**src/hdl/cddc_pkg.sv**
```systemverilog
// Package for the civil date converter: calendar constants, leap-year and
// month-length helpers, controller state type and control/status structs.
package cddc_pkg;

  localparam int YEAR_BITS  = 12;
  localparam int YCNT_BITS  = 13;   // year counter; holds years past 4095
  localparam int MONTH_BITS = 4;
  localparam int DAY_BITS   = 5;
  localparam int LEN_BITS   = 9;    // holds a year length
  localparam int SUM_BITS   = 21;   // date-to-days accumulator
  localparam int Q_BITS     = 6;    // year / 100 for years below 4096
  localparam int PROD_BITS  = 25;   // year times reciprocal of 100

  localparam logic [YCNT_BITS-1:0]  EPOCH_YEAR  = 13'd1970;
  localparam logic [1:0]            EPOCH_MOD4  = 2'd2;
  localparam logic [6:0]            EPOCH_MOD100 = 7'd70;
  localparam logic [8:0]            EPOCH_MOD400 = 9'd370;
  localparam logic [6:0]            MOD100_LAST = 7'd99;
  localparam logic [8:0]            MOD400_LAST = 9'd399;
  localparam logic [12:0]           CENTURY     = 13'd100;

  // floor(y * 5243 / 2^19) equals floor(y / 100) for every 12-bit year.
  localparam logic [12:0]           RECIP_100   = 13'd5243;
  localparam int                    RECIP_SHIFT = 19;

  localparam logic [LEN_BITS-1:0]   DAYS_LEAP   = 9'd366;
  localparam logic [LEN_BITS-1:0]   DAYS_COMMON = 9'd365;
  localparam logic [DAY_BITS-1:0]   FEB_LEAP_DAYS = 5'd29;
  localparam logic [MONTH_BITS-1:0] FIRST_MONTH = 4'd1;
  localparam logic [MONTH_BITS-1:0] FEBRUARY    = 4'd2;
  localparam logic [MONTH_BITS-1:0] LAST_MONTH  = 4'd12;
  localparam logic [MONTH_BITS-1:0] MONTH_LIMIT = 4'd13;

  localparam logic [DAY_BITS-1:0] MONTH_LEN [12] = '{
    5'd31, 5'd28, 5'd31, 5'd30, 5'd31, 5'd30,
    5'd31, 5'd31, 5'd30, 5'd31, 5'd30, 5'd31
  };

  typedef enum logic [1:0] {
    ST_IDLE,
    ST_YEAR,
    ST_MONTH,
    ST_FINISH
  } state_t;

  // Commands from the controller to the datapath.
  typedef struct packed {
    logic load;
    logic year_step;
    logic month_step;
    logic finish;
  } dp_cmd_t;

  // Loop conditions from the datapath to the controller.
  typedef struct packed {
    logic year_more;
    logic month_more;
  } dp_sts_t;

  // Leap year from the year's residues modulo 4, 100 and 400.
  function automatic logic leap_from_mods(input logic [1:0] m4,
                                          input logic [6:0] m100,
                                          input logic [8:0] m400);
    return ((m4 == 2'd0) && (m100 != 7'd0)) || (m400 == 9'd0);
  endfunction

  function automatic logic [LEN_BITS-1:0] year_len(input logic leap);
    return leap ? DAYS_LEAP : DAYS_COMMON;
  endfunction

  // Days in month m (1 to 12); other month codes give zero.
  function automatic logic [DAY_BITS-1:0] month_days(input logic [MONTH_BITS-1:0] m,
                                                     input logic leap);
    logic [MONTH_BITS-1:0] idx;
    logic [DAY_BITS-1:0]   d;
    idx = m - FIRST_MONTH;
    if ((m >= FIRST_MONTH) && (m <= LAST_MONTH)) begin
      d = MONTH_LEN[idx];
    end else begin
      d = '0;
    end
    if ((m == FEBRUARY) && leap) begin
      d = FEB_LEAP_DAYS;
    end
    return d;
  endfunction

endpackage

```
**src/hdl/cddc_req_if.sv**
```systemverilog
// Request channel of the civil date converter: valid/ready plus the
// conversion request fields. Depends on cddc_pkg for field widths.
interface cddc_req_if #(
  parameter int DAY_COUNT_BITS = 16
);
  logic                                valid;
  logic                                ready;
  logic                                func;
  logic [DAY_COUNT_BITS-1:0]           day_count_in;
  logic [cddc_pkg::YEAR_BITS-1:0]      year_in;
  logic [cddc_pkg::MONTH_BITS-1:0]     month_in;
  logic [cddc_pkg::DAY_BITS-1:0]       day_in;

  modport source (output valid, func, day_count_in, year_in, month_in, day_in,
                  input ready);
  modport sink   (input valid, func, day_count_in, year_in, month_in, day_in,
                  output ready);
endinterface

```
**src/hdl/cddc_rsp_if.sv**
```systemverilog
// Response channel of the civil date converter: valid/ready plus the
// conversion result fields. Depends on cddc_pkg for field widths.
interface cddc_rsp_if #(
  parameter int DAY_COUNT_BITS = 16
);
  logic                                valid;
  logic                                ready;
  logic [cddc_pkg::YEAR_BITS-1:0]      year_out;
  logic [cddc_pkg::MONTH_BITS-1:0]     month_out;
  logic [cddc_pkg::DAY_BITS-1:0]       day_out;
  logic [DAY_COUNT_BITS-1:0]           day_count_out;
  logic                                out_of_range;

  modport source (output valid, year_out, month_out, day_out, day_count_out,
                  out_of_range, input ready);
  modport sink   (input valid, year_out, month_out, day_out, day_count_out,
                  out_of_range, output ready);
endinterface

```
**src/hdl/cddc_ctrl.sv**
```systemverilog
// Controller of the civil date converter: sequences the year loop, the month
// loop and the result handoff. Depends on cddc_pkg (state_t, command structs).
module cddc_ctrl (
  input  logic              clk,
  input  logic              rst,
  input  logic              req_valid,
  output logic              req_ready,
  output logic              rsp_valid,
  input  logic              rsp_ready,
  input  cddc_pkg::dp_sts_t sts,
  output cddc_pkg::dp_cmd_t cmd
);

  cddc_pkg::state_t state;
  cddc_pkg::state_t state_next;
  logic             out_valid;
  logic             out_valid_next;

  // State register.
  always_ff @(posedge clk) begin
    if (rst) begin
      state <= cddc_pkg::ST_IDLE;
    end else begin
      state <= state_next;
    end
  end

  // The result register is full from handoff until the receiver takes it.
  always_ff @(posedge clk) begin
    if (rst) begin
      out_valid <= 1'b0;
    end else begin
      out_valid <= out_valid_next;
    end
  end

  // Next state and datapath commands.
  always_comb begin
    state_next = state;
    cmd        = '0;
    req_ready  = 1'b0;
    case (state)
      cddc_pkg::ST_IDLE: begin
        req_ready = 1'b1;
        if (req_valid) begin
          cmd.load   = 1'b1;
          state_next = cddc_pkg::ST_YEAR;
        end
      end
      cddc_pkg::ST_YEAR: begin
        if (sts.year_more) begin
          cmd.year_step = 1'b1;
        end else begin
          state_next = cddc_pkg::ST_MONTH;
        end
      end
      cddc_pkg::ST_MONTH: begin
        if (sts.month_more) begin
          cmd.month_step = 1'b1;
        end else begin
          state_next = cddc_pkg::ST_FINISH;
        end
      end
      cddc_pkg::ST_FINISH: begin
        // Wait until the previous result has left the output register.
        if (!out_valid || rsp_ready) begin
          cmd.finish = 1'b1;
          state_next = cddc_pkg::ST_IDLE;
        end
      end
      default: begin
        state_next = cddc_pkg::ST_IDLE;
      end
    endcase
  end

  // Output valid follows the result register occupancy.
  always_comb begin
    if (cmd.finish) begin
      out_valid_next = 1'b1;
    end else if (rsp_ready) begin
      out_valid_next = 1'b0;
    end else begin
      out_valid_next = out_valid;
    end
  end

  assign rsp_valid = out_valid;

endmodule

```
**src/hdl/cddc_dp.sv**
```systemverilog
// Datapath of the civil date converter: year and month counters, remaining
// day count, running sum and the result register. Depends on cddc_pkg.
module cddc_dp #(
  parameter int DAY_COUNT_BITS = 16
) (
  input  logic                              clk,
  input  cddc_pkg::dp_cmd_t                 cmd,
  output cddc_pkg::dp_sts_t                 sts,
  input  logic                              func,
  input  logic [DAY_COUNT_BITS-1:0]         day_count_in,
  input  logic [cddc_pkg::YEAR_BITS-1:0]    year_in,
  input  logic [cddc_pkg::MONTH_BITS-1:0]   month_in,
  input  logic [cddc_pkg::DAY_BITS-1:0]     day_in,
  output logic [cddc_pkg::YEAR_BITS-1:0]    year_out,
  output logic [cddc_pkg::MONTH_BITS-1:0]   month_out,
  output logic [cddc_pkg::DAY_BITS-1:0]     day_out,
  output logic [DAY_COUNT_BITS-1:0]         day_count_out,
  output logic                              out_of_range
);

  localparam int SW = cddc_pkg::SUM_BITS;
  localparam logic [DAY_COUNT_BITS-1:0] COUNT_MAX = '1;
  localparam logic [SW-1:0] COUNT_MAX_W = SW'(COUNT_MAX);
  // Once the running sum reaches this, the result saturates regardless of
  // the months and day still to be added.
  localparam logic [SW-1:0] SAT_LIMIT = COUNT_MAX_W + SW'(2);

  logic                                func_r;
  logic [DAY_COUNT_BITS-1:0]           rem;
  logic [cddc_pkg::YCNT_BITS-1:0]      yr;
  logic [cddc_pkg::MONTH_BITS-1:0]     mon;
  logic [1:0]                          mod4;
  logic [6:0]                          mod100;
  logic [8:0]                          mod400;
  logic [cddc_pkg::YEAR_BITS-1:0]      yin;
  logic [cddc_pkg::MONTH_BITS-1:0]     lim;
  logic [cddc_pkg::DAY_BITS-1:0]       din;
  logic [cddc_pkg::Q_BITS-1:0]         q100;
  logic [SW-1:0]                       sum;

  logic [cddc_pkg::PROD_BITS-1:0]      recip_prod;
  logic [12:0]                         q_times_100;
  logic                                cent_year;
  logic                                yin_leap;
  logic                                cnt_leap;
  logic [cddc_pkg::LEN_BITS-1:0]       ylen;
  logic [cddc_pkg::DAY_BITS-1:0]       mlen;
  logic [SW-1:0]                       total;

  // Year / 100 by reciprocal multiply, registered at load.
  assign recip_prod = cddc_pkg::PROD_BITS'(year_in) * cddc_pkg::PROD_BITS'(cddc_pkg::RECIP_100);

  // Leap rule for the requested year from its quotient by 100.
  assign q_times_100 = 13'(q100) * cddc_pkg::CENTURY;
  assign cent_year   = ({1'b0, yin} == q_times_100);
  assign yin_leap    = ((yin[1:0] == 2'd0) && !cent_year) ||
                       (cent_year && (q100[1:0] == 2'd0));

  // Leap rule for the year counter from its tracked residues.
  assign cnt_leap = cddc_pkg::leap_from_mods(mod4, mod100, mod400);
  assign ylen     = cddc_pkg::year_len(cnt_leap);
  assign mlen     = cddc_pkg::month_days(mon, func_r ? yin_leap : cnt_leap);
  assign total    = sum + SW'(din);

  // Loop conditions for the controller.
  always_comb begin
    if (func_r) begin
      sts.year_more  = ({1'b0, yin} > yr) && (sum < SAT_LIMIT);
      sts.month_more = (mon < lim);
    end else begin
      sts.year_more  = (rem >= DAY_COUNT_BITS'(ylen));
      sts.month_more = (mon < cddc_pkg::LAST_MONTH) && (rem >= DAY_COUNT_BITS'(mlen));
    end
  end

  // Working registers.
  always_ff @(posedge clk) begin
    if (cmd.load) begin
      func_r <= func;
      rem    <= day_count_in;
      yr     <= cddc_pkg::EPOCH_YEAR;
      mon    <= cddc_pkg::FIRST_MONTH;
      mod4   <= cddc_pkg::EPOCH_MOD4;
      mod100 <= cddc_pkg::EPOCH_MOD100;
      mod400 <= cddc_pkg::EPOCH_MOD400;
      yin    <= year_in;
      lim    <= (month_in > cddc_pkg::LAST_MONTH) ? cddc_pkg::MONTH_LIMIT : month_in;
      din    <= day_in;
      q100   <= recip_prod[cddc_pkg::RECIP_SHIFT +: cddc_pkg::Q_BITS];
      sum    <= '0;
    end else if (cmd.year_step) begin
      if (func_r) begin
        sum <= sum + SW'(ylen);
      end else begin
        rem <= rem - DAY_COUNT_BITS'(ylen);
      end
      yr     <= yr + cddc_pkg::YCNT_BITS'(1);
      mod4   <= mod4 + 2'd1;
      mod100 <= (mod100 == cddc_pkg::MOD100_LAST) ? 7'd0 : mod100 + 7'd1;
      mod400 <= (mod400 == cddc_pkg::MOD400_LAST) ? 9'd0 : mod400 + 9'd1;
    end else if (cmd.month_step) begin
      if (func_r) begin
        sum <= sum + SW'(mlen);
      end else begin
        rem <= rem - DAY_COUNT_BITS'(mlen);
      end
      mon <= mon + 4'd1;
    end
  end

  // Result register, loaded at handoff.
  always_ff @(posedge clk) begin
    if (cmd.finish) begin
      if (func_r) begin
        year_out  <= '0;
        month_out <= '0;
        day_out   <= '0;
        if (total == '0) begin
          day_count_out <= '0;
          out_of_range  <= 1'b1;
        end else if ((total - SW'(1)) > COUNT_MAX_W) begin
          day_count_out <= COUNT_MAX;
          out_of_range  <= 1'b1;
        end else begin
          day_count_out <= DAY_COUNT_BITS'(total - SW'(1));
          out_of_range  <= 1'b0;
        end
      end else begin
        year_out      <= yr[cddc_pkg::YEAR_BITS-1:0];
        month_out     <= mon;
        day_out       <= rem[cddc_pkg::DAY_BITS-1:0] + 5'd1;
        day_count_out <= '0;
        out_of_range  <= 1'b0;
      end
    end
  end

endmodule

```
**src/hdl/civil_date_day_count_converter.sv**
```systemverilog
// Civil date converter between days since 1970-01-01 and Gregorian dates.
// Request channel req: func 0 turns day_count_in into year/month/day,
// func 1 turns year_in/month_in/day_in into a saturated day count.
// Response channel rsp carries exactly one result per request; the fields
// of the direction not taken read zero.
// The response is valid once the year loop, the month loop and the handoff
// are done. The year loop steps each whole year (elapsed years from 1970,
// or year_in - 1970) and adds or subtracts one year length per cycle; the
// month loop then steps the months. Date-to-days stops stepping years once
// the sum is known to saturate.
// One request is in flight at a time; a new request is accepted as soon as
// the previous result sits in the output register, even while it waits.
// When the receiver stalls, the result holds and the next result waits in
// the datapath until the output register is free.
// Reset (synchronous, active high) returns to idle and empties the output.
module civil_date_day_count_converter #(
  parameter int DAY_COUNT_BITS = 16
) (
  input logic       clk,
  input logic       rst,
  cddc_req_if.sink  req,
  cddc_rsp_if.source rsp
);

  cddc_pkg::dp_cmd_t cmd;
  cddc_pkg::dp_sts_t sts;

  cddc_ctrl u_ctrl (
    .clk       (clk),
    .rst       (rst),
    .req_valid (req.valid),
    .req_ready (req.ready),
    .rsp_valid (rsp.valid),
    .rsp_ready (rsp.ready),
    .sts       (sts),
    .cmd       (cmd)
  );

  cddc_dp #(
    .DAY_COUNT_BITS (DAY_COUNT_BITS)
  ) u_dp (
    .clk           (clk),
    .cmd           (cmd),
    .sts           (sts),
    .func          (req.func),
    .day_count_in  (req.day_count_in),
    .year_in       (req.year_in),
    .month_in      (req.month_in),
    .day_in        (req.day_in),
    .year_out      (rsp.year_out),
    .month_out     (rsp.month_out),
    .day_out       (rsp.day_out),
    .day_count_out (rsp.day_count_out),
    .out_of_range  (rsp.out_of_range)
  );

endmodule

```
**src/flat_wrapper.sv**
```systemverilog
// flat-port wrapper written by rule: the top's interface ports become plain ports
module civil_date_day_count_converter_flat 
#(
  parameter int DAY_COUNT_BITS = 16
)
  (clk, rst, req_valid, req_func, req_day_count_in, req_year_in, req_month_in, req_day_in, req_ready, rsp_valid, rsp_year_out, rsp_month_out, rsp_day_out, rsp_day_count_out, rsp_out_of_range, rsp_ready);
  cddc_req_if #(.DAY_COUNT_BITS(DAY_COUNT_BITS)) req_i ();
  cddc_rsp_if #(.DAY_COUNT_BITS(DAY_COUNT_BITS)) rsp_i ();
  input logic clk;
  input logic rst;
  input wire logic [$bits(req_i.valid)-1:0] req_valid;
  input wire logic [$bits(req_i.func)-1:0] req_func;
  input wire logic [$bits(req_i.day_count_in)-1:0] req_day_count_in;
  input wire logic [$bits(req_i.year_in)-1:0] req_year_in;
  input wire logic [$bits(req_i.month_in)-1:0] req_month_in;
  input wire logic [$bits(req_i.day_in)-1:0] req_day_in;
  output wire logic [$bits(req_i.ready)-1:0] req_ready;
  output wire logic [$bits(rsp_i.valid)-1:0] rsp_valid;
  output wire logic [$bits(rsp_i.year_out)-1:0] rsp_year_out;
  output wire logic [$bits(rsp_i.month_out)-1:0] rsp_month_out;
  output wire logic [$bits(rsp_i.day_out)-1:0] rsp_day_out;
  output wire logic [$bits(rsp_i.day_count_out)-1:0] rsp_day_count_out;
  output wire logic [$bits(rsp_i.out_of_range)-1:0] rsp_out_of_range;
  input wire logic [$bits(rsp_i.ready)-1:0] rsp_ready;
  assign req_i.valid = req_valid;
  assign req_i.func = req_func;
  assign req_i.day_count_in = req_day_count_in;
  assign req_i.year_in = req_year_in;
  assign req_i.month_in = req_month_in;
  assign req_i.day_in = req_day_in;
  assign req_ready = req_i.ready;
  assign rsp_valid = rsp_i.valid;
  assign rsp_year_out = rsp_i.year_out;
  assign rsp_month_out = rsp_i.month_out;
  assign rsp_day_out = rsp_i.day_out;
  assign rsp_day_count_out = rsp_i.day_count_out;
  assign rsp_out_of_range = rsp_i.out_of_range;
  assign rsp_i.ready = rsp_ready;
  civil_date_day_count_converter #(.DAY_COUNT_BITS(DAY_COUNT_BITS)) u_core (.clk(clk), .rst(rst), .req(req_i), .rsp(rsp_i));
endmodule
```
**config.mk**
```make
export PLATFORM = sky130hd
export DESIGN_NAME = civil_date_day_count_converter_flat
export DESIGN_NICKNAME = d
export VERILOG_FILES = /design/src/hdl/cddc_pkg.sv /design/src/hdl/cddc_req_if.sv /design/src/hdl/cddc_rsp_if.sv /design/src/hdl/cddc_ctrl.sv /design/src/hdl/cddc_dp.sv /design/src/hdl/civil_date_day_count_converter.sv /design/src/flat_wrapper.sv
export SDC_FILE = /design/constraint.sdc
export NUM_CORES = 1
export LEC_CHECK = 0
export BUFFER_PORTS_ARGS = -buffer_cell sky130_fd_sc_hd__buf_2
export CORE_UTILIZATION = 54
export DETAILED_ROUTE_END_ITERATION = 8
export PLACE_DENSITY = 0.7
export SYNTH_ARGS = -nofsm -noshare
export SYNTH_HDL_FRONTEND = slang
export SYNTH_HIERARCHICAL = 1
export SYNTH_SLANG_ARGS = --single-unit
export TNS_END_PERCENT = 5
```
**constraint.sdc**
```tcl
create_clock -name clk -period 8.5 [get_ports clk]
set_clock_uncertainty 0.15 [all_clocks]
set_input_delay 0.425 -clock clk [delete_from_list [all_inputs] [get_ports clk]]
set_output_delay 0.425 -clock clk [all_outputs]
set_load 0.01 [all_outputs]
```
==> flow_summary_export.csv, run 1 <==
group,metric,value,unit
clock_tree,cts-root-buf,"clkbuf_16",
clock_tree,cts_buffer_depth,2,
logic_synthesis,synth.ff_latch_count,141,
status,outcome,"finished clean",
die,core_area,21020,um^2
route,drt_first_pass_iters,5,
clock_tree,ctsHoldBuffers,0,
clock_tree,cts_setup_buffers,0,
placed_design,io_buffers,81,
timing,rsz0062_at_grt,"false",
global_route,grt_max_degree,87,
logic_synthesis,synth_nets,1458,
die,die_area,21980,um^2
global_route,antenna_found_initial,0,
timing,finalCriticalPeriod,6.889,ns
route,vias,8682,
worst_setup_path,crit_path_start_kind,"register",
logic_synthesis,synthFlopType,"edfxtp_1",
route,drtIter0Drc,426,
logic_synthesis,yosysWarnings,6,
route,antenna_left,0,
placed_design,pre_cts_slack,1.674,ns
global_route,grt_overflow,0,
worst_setup_path,path_common_cell,"ha_1",
clock_tree,worstSkewPairLatency,0.42,ns
worst_setup_path,crit_path_end_kind,"register",
clock_tree,cts.sinks,141,
logic_synthesis,synth_cell_types,78,
placed_design,place_hpwl,18.73,mm
timing,relSlewSlack,37.54,%
clock_tree,cts_made_buffers,17,
route,route.detailed.drc,0,
logic_synthesis,netlist_area,11550,um^2
route,via_per_inst,5.576,
worst_setup_path,slowest_stage,"nor2_1",
die,fp.dieH,148.3,um
die,io_pins,82,
global_route,grt_pass1_vias,8644,
timing,setup_slack,1.611,ns
global_route,track_usage,23.97,%
hold_path,hold_path_class,"input port to register",
logic_synthesis,synthArstFlopShare,0,%
logic_synthesis,avgSynthCellArea,9.562,um^2
logic_synthesis,synth_edf_count,82,
layout,drive_above_1_share,10.92,%
timing,min_period_over_period,81.05,%
timing,setup-violations-final,0,
power,leakagePower,5.625,nW
logic_synthesis,yosysSeqAreaShare,31.54,%
clock_tree,path_clk_slew,0.06,ns
clock_tree,cts_tree,"built",
timing,fmax,0.1452,GHz
die,num_rows,53,
timing,hold_viol,0,
timing,tightest_slew,0.9369,ns
clock_tree,h-tree-depth,4,
die,start_util,54.95,%
die,die_w,148.3,um
worst_setup_path,critPathMaxFanout,11,
timing,finalMaxSlewViolations,0,
layout,syn_to_final_growth,10.59,%
power,ir_drop,0.0001879,V
job,drv_cap,0,
logic_synthesis,syn_inst,1208,
route,drt-total-wl,24.77,mm
placed_design,gp_congestion,0.8790,
timing,finalSetupTns,0,ns
layout,nets,1519,
route,wl_per_cell,15.91,um
clock_tree,cts_resized,0,
layout,n_antenna_cell,0,
worst_setup_path,path_class,"register to register",
global_route,grt_pass1_wl,41.50,mm
worst_setup_path,critPathMaxStageDelay,0.54,ns
power,power.density,313.0,nW/um^2
worst_setup_path,cp.required,8.62,ns
worst_setup_path,crit_arrival,7.01,ns
area by class of cell:
cell class                 instances  area [um^2]
clock buffer                      20        436.7
timing repair buffer              88        457.9
clock inverter                    12        170.2
fill                            1804         8247
tap                              275        344.1
inverter                         128        480.5
sequential                       141         3643
multi-input combinational        893         7242
sequential cells by signal (all words and copies together), names as in the netlist:
register and count:
u_core/u_dp/day_out 5, u_core/u_ctrl/state 2, u_core/u_dp/yr 13, u_core/u_dp/q100 6, u_core/u_dp/sum 21, u_core/u_dp/out_of_range 1, u_core/u_dp/mod100 7, u_core/u_dp/month_out 4
u_core/u_dp/year_out 12, u_core/u_dp/lim 4, u_core/u_dp/mod400 9, u_core/u_dp/mod4 2, u_core/u_dp/rem 16, u_core/u_dp/yin 12, u_core/u_ctrl/rsp_valid 1, u_core/u_dp/day_count_out 16
u_core/u_dp/mon 4, u_core/u_dp/func_r 1, u_core/u_dp/din 5
report_power, final:
| group | internal (W) | switching, W |
|---|---|---|
| registers | 0.000930 | 0.000172 |
| logic | 0.000933 | 0.00119 |
| clock network | 0.000488 | 0.000282 |
worst max-delay path, delay by kind of cell, from the launching register on:
kind                       cells  cell delay [ns]
xor gates and xnor gates       2             0.24
DFF                            1             0.45
AOI/OAI and AO/OA             11             2.17
and+or+nand+nor               10             1.70
adders and majority gates      6             1.87
buffers and inverters          2             0.17
cell usage in the layout (no fill, tap or decap), drive strengths merged, types with 20 or more instances in the layout:
cell type  count
nand4         21
nor3          27
ha           157
o21ai         54
a21oi         65
clkbuf        20
fa            51
edfxtp        82
inv          128
buf           88
xor2          43
nand2         91
nand3         27
dfxtp         59
xnor2         71
nor2          94
kinds of logic (layout without fill, tap and decap cells):
group,after synthesis,count (layout),share of synthesized area [%]
DFF,141,141,31.54
buffers and inverters,174,248,5.882
and+or+nand+nor,343,343,14.93
muxes,6,6,0.5416
AOI/OAI and AO/OA,222,222,12.55
xor gates and xnor gates,114,114,8.709
adders and majority gates,208,208,25.84
per-stage QoR:
| stage | area, um^2 | utilization, % | power [W] | hold slack, ns | std cells |
|---|---|---|---|---|---|
| 2_1_floorplan | 11550 | - | 0.002757 | 0.3088 | 1208 |
| 3_3_place_gp | 12170 | 57.88 | 0.003166 | 0.3224 | 1525 |
| 3_5_place_dp | 12170 | 57.88 | 0.003226 | 0.3311 | 1525 |
| 4_1_cts | 12770 | 60.77 | 0.004019 | 0.01050 | 1557 |
| 5_1_grt | 12770 | 60.77 | 0.004369 | 0.01739 | 1557 |
| 6_report | 12770 | 60.77 | 0.003999 | 0.02340 | 1557 |
cells in the mapped netlist, types with 5 or more instances:
| master | count | share of area [%] |
|---|---|---|
| a211oi_1 | 6 | 0.39 |
| nor2_1 | 93 | 3.0 |
| nand3_1 | 27 | 1.2 |
| o21ai_0 | 51 | 2.2 |
| inv_1 | 128 | 4.2 |
| a21oi_1 | 65 | 2.8 |
| a21boi_0 | 7 | 0.45 |
| o21a_1 | 12 | 0.78 |
| nor3_1 | 25 | 1.1 |
| xnor2_1 | 70 | 5.3 |
| o21bai_1 | 5 | 0.32 |
| nand4_1 | 21 | 1.1 |
| edfxtp_1 | 82 | 21 |
| nor2b_1 | 13 | 0.70 |
| and2_1 | 9 | 0.49 |
| nor4_1 | 9 | 0.49 |
| xor2_1 | 43 | 3.3 |
| o211ai_1 | 9 | 0.58 |
| nand2b_1 | 11 | 0.60 |
| a31oi_1 | 6 | 0.32 |
| buf_4 | 5 | 0.32 |
| clkbuf_1 | 32 | 1.0 |
| buf_2 | 6 | 0.26 |
| fa_1 | 51 | 8.8 |
| nand2_1 | 91 | 3.0 |
| and3_1 | 12 | 0.65 |
| ha_1 | 157 | 17 |
| a21o_1 | 16 | 1.0 |
| dfxtp_1 | 59 | 10 |
per-layer routing:
layer  routed length [um]  part of all wire, %  vias up  global-route usage [%]
met3                  749                  3.0       43                   2.914
met1                10940                   44     4145                   29.20
li1                     -                    -     4327                       -
met5                    0                    0        -                       0
met2                12400                   50      167                   42.54
met4                  679                  2.7        0                   10.41
path summary, 6_finish.rpt:
kind,from,end,slack (ns),cells past startpoint
max reg2reg,u_core/u_dp/q100[1]$_DFFE_PP_,u_core/u_dp/sum[20]$_SDFFE_PP0P_,1.61,31
min reg2reg,u_core/u_dp/mod4[1]$_SDFFE_PP1P_,u_core/u_dp/mod4[1]$_SDFFE_PP1P_,0.34,2
min,req_day_in[3],u_core/u_dp/din[3]$_DFFE_PP_,0.02,1
max,u_core/u_dp/q100[1]$_DFFE_PP_,u_core/u_dp/sum[20]$_SDFFE_PP0P_,1.61,31
No activity file was read; power rests on OpenSTA's default activity.
==> inputs of run 2 (changes only) <==
==> constraint.sdc (replaced) <==
create_clock -name clk -period 6.4 [get_ports clk]
set_clock_uncertainty 0.15 [all_clocks]
set_input_delay 0.32 -clock clk [delete_from_list [all_inputs] [get_ports clk]]
set_output_delay 0.32 -clock clk [all_outputs]
set_load 0.01 [all_outputs]
==> flow_summary_export.csv, run 2 (synthesized netlist as in run 1, its figures left out) <==
group,metric,value,unit
global_route,grt_max_degree,58,
power,totalPowerFinal,0.005260,W
global_route,grt_overflow,0,
timing,fmax,0.1672,GHz
global_route,track_usage,24.10,%
route,drt_first_pass_iters,5,
clock_tree,cts_buffer_depth,2,
global_route,grt_pass1_vias,8460,
worst_setup_path,critPathMaxStageDelay,0.44,ns
layout,largest_register_ffs,21,
layout,final_area,12860,um^2
global_route,antenna_found_initial,0,
timing,min_period_over_period,93.46,%
global_route,grt_use_met3,3.466,%
worst_setup_path,cp.required,6.54,ns
route,antenna_left,0,
timing,tightest_slew,0.8000,ns
timing,hold_viol,0,
die,die_w,148.3,um
die,die_area,21980,um^2
route,wl_per_cell,16.09,um
die,start_util,54.95,%
global_route,grt_util_met2,41.62,%
power,ir_drop,0.0002282,V
placed_design,place_hpwl,19.12,mm
clock_tree,cts_made_buffers,17,
status,outcome,"finished clean",
worst_setup_path,critPathMaxFanout,10,
route,drtIter0Drc,456,
worst_setup_path,crit_path_start_kind,"register",
layout,syn_to_final_growth,11.35,%
placed_design,gp_congestion,0.8940,
route,drt-total-wl,25.29,mm
global_route,grt_pass1_wl,41.79,mm
global_route,grt_busiest_layer,"met2",
placed_design,placed_area,12210,um^2
clock_tree,cts-root-buf,"clkbuf_16",
placed_design,io_buffers,81,
hold_path,hold_path_class,"input port to register",
timing,rsz0062_at_grt,"false",
clock_tree,worstSkewPairLatency,0.42,ns
power,power.density,409.0,nW/um^2
worst_setup_path,path_class,"register to register",
route,via_per_inst,5.520,
die,fp.dieH,148.3,um
clock_tree,path_clk_slew,0.06,ns
global_route,use_met1,31.23,%
worst_setup_path,crit_path_end_kind,"register",
die,core_area,21020,um^2
clock_tree,cts.sinks,141,
timing,relSlewSlack,46.57,%
timing,setup-violations-final,0,
layout,drive_above_1_share,11.72,%
job,drv_cap,0,
layout,layout_commonest_cell,"ha_1",
timing,finalCriticalPeriod,5.981,ns
timing,finalSetupTns,0,ns
power,leakagePower,5.654,nW
clock_tree,h-tree-depth,4,
layout,reg.largest.list,"u_core/u_dp/sum: 21 flops, u_core/u_dp/day_count_out: 16 flops, u_core/u_dp/rem: 16 flops",
timing,finalMaxSlewViolations,0,
die,io_pins,82,
worst_setup_path,crit_arrival,6.12,ns
die,num_rows,53,
worst_setup_path,slowest_stage,"edfxtp_1",
layout,seqCellArea,3643,um^2
clock_tree,cts_tree,"built",
layout,multiInputGateArea,7269,um^2
layout,layout_common_cells,"ha_1, inv_1, nor2_1, nand2_1, edfxtp_1",
route,route.detailed.drc,0,
layout,n_antenna_cell,0,
layout,nets,1534,
layout,nFillCells,1764,
layout,largest_register,"u_core/u_dp/sum",
route,vias,8678,
run 2: cell types whose count changed in the layout (fill, tap and decap cells not counted), sizes merged:
cell         before  now
clkinvlp          2    4
bufinv            4    1
inv             128  129
clkinv            6    8
buf              88   94
dlygate4sd3       0    9
clkbuf           20   18
run 2: layout make-up:
| type | instances | area share (%) |
|---|---|---|
| sequential | 141 | 28.33 |
| timing repair buffer | 103 | 4.611 |
| clock inverter | 14 | 0.7977 |
| tap | 275 | 2.675 |
| clock buffer | 18 | 3.337 |
| multi-input combinational | 893 | 56.52 |
| inverter | 128 | 3.735 |
run 2: worst paths after layout:
path | from | to | slack [ns] | depth (start not counted)
worst min-delay path | req_day_count_in[3] | u_core/u_dp/rem[3]$_DFFE_PP_ | 0.02 | 2
worst min register to register | u_core/u_dp/mod4[1]$_SDFFE_PP1P_ | u_core/u_dp/mod4[1]$_SDFFE_PP1P_ | 0.34 | 2
worst max register to register | u_core/u_dp/q100[1]$_DFFE_PP_ | u_core/u_dp/sum[19]$_SDFFE_PP0P_ | 0.42 | 31
worst max-delay path | u_core/u_dp/q100[1]$_DFFE_PP_ | u_core/u_dp/sum[19]$_SDFFE_PP0P_ | 0.42 | 31
run 2: layer usage:
layer,wire length [um],vias up,share of wire (%)
li1,-,4357,-
met3,985,30,3.9
met4,399,0,1.6
met5,0,-,0
met1,11360,4113,45
met2,12550,178,50
run 2: worst max-delay path: cells and delay by family, from the launching register on:
family,cells,cell delay [ns]
xor gates and xnor gates,2,0.33
and+or+nand+nor,10,0.93
adders and majority gates,6,1.98
buffers and inverters,3,0.29
DFF,1,0.44
AOI/OAI and AO/OA,10,1.73
run 2: what timing repair did:
item                                    CTS  global route
setup buffers                             0             1
gates resized for setup                   0            10
hold buffers                              9             0
endpoints found under the setup margin    0            17
endpoints found under the hold margin    10             0
run 2: through the flow:
step	setup slack, ns	hold WS [ns]	util (%)	cells
floorplan	0.3540	0.2346	-	1208
global placement	0.2843	0.3240	58.06	1530
detailed placement	0.1411	0.3328	58.06	1530
CTS	0.1042	0.01415	61.02	1571
global route	0.01214	0.02408	61.19	1572
finish	0.4186	0.02054	61.19	1572
run 2: power breakdown:
part / switching, W / internal [W]
Clock: 0.000379 / 0.000525
Combinational: 0.00162 / 0.00127
Sequential: 0.000237 / 0.00124
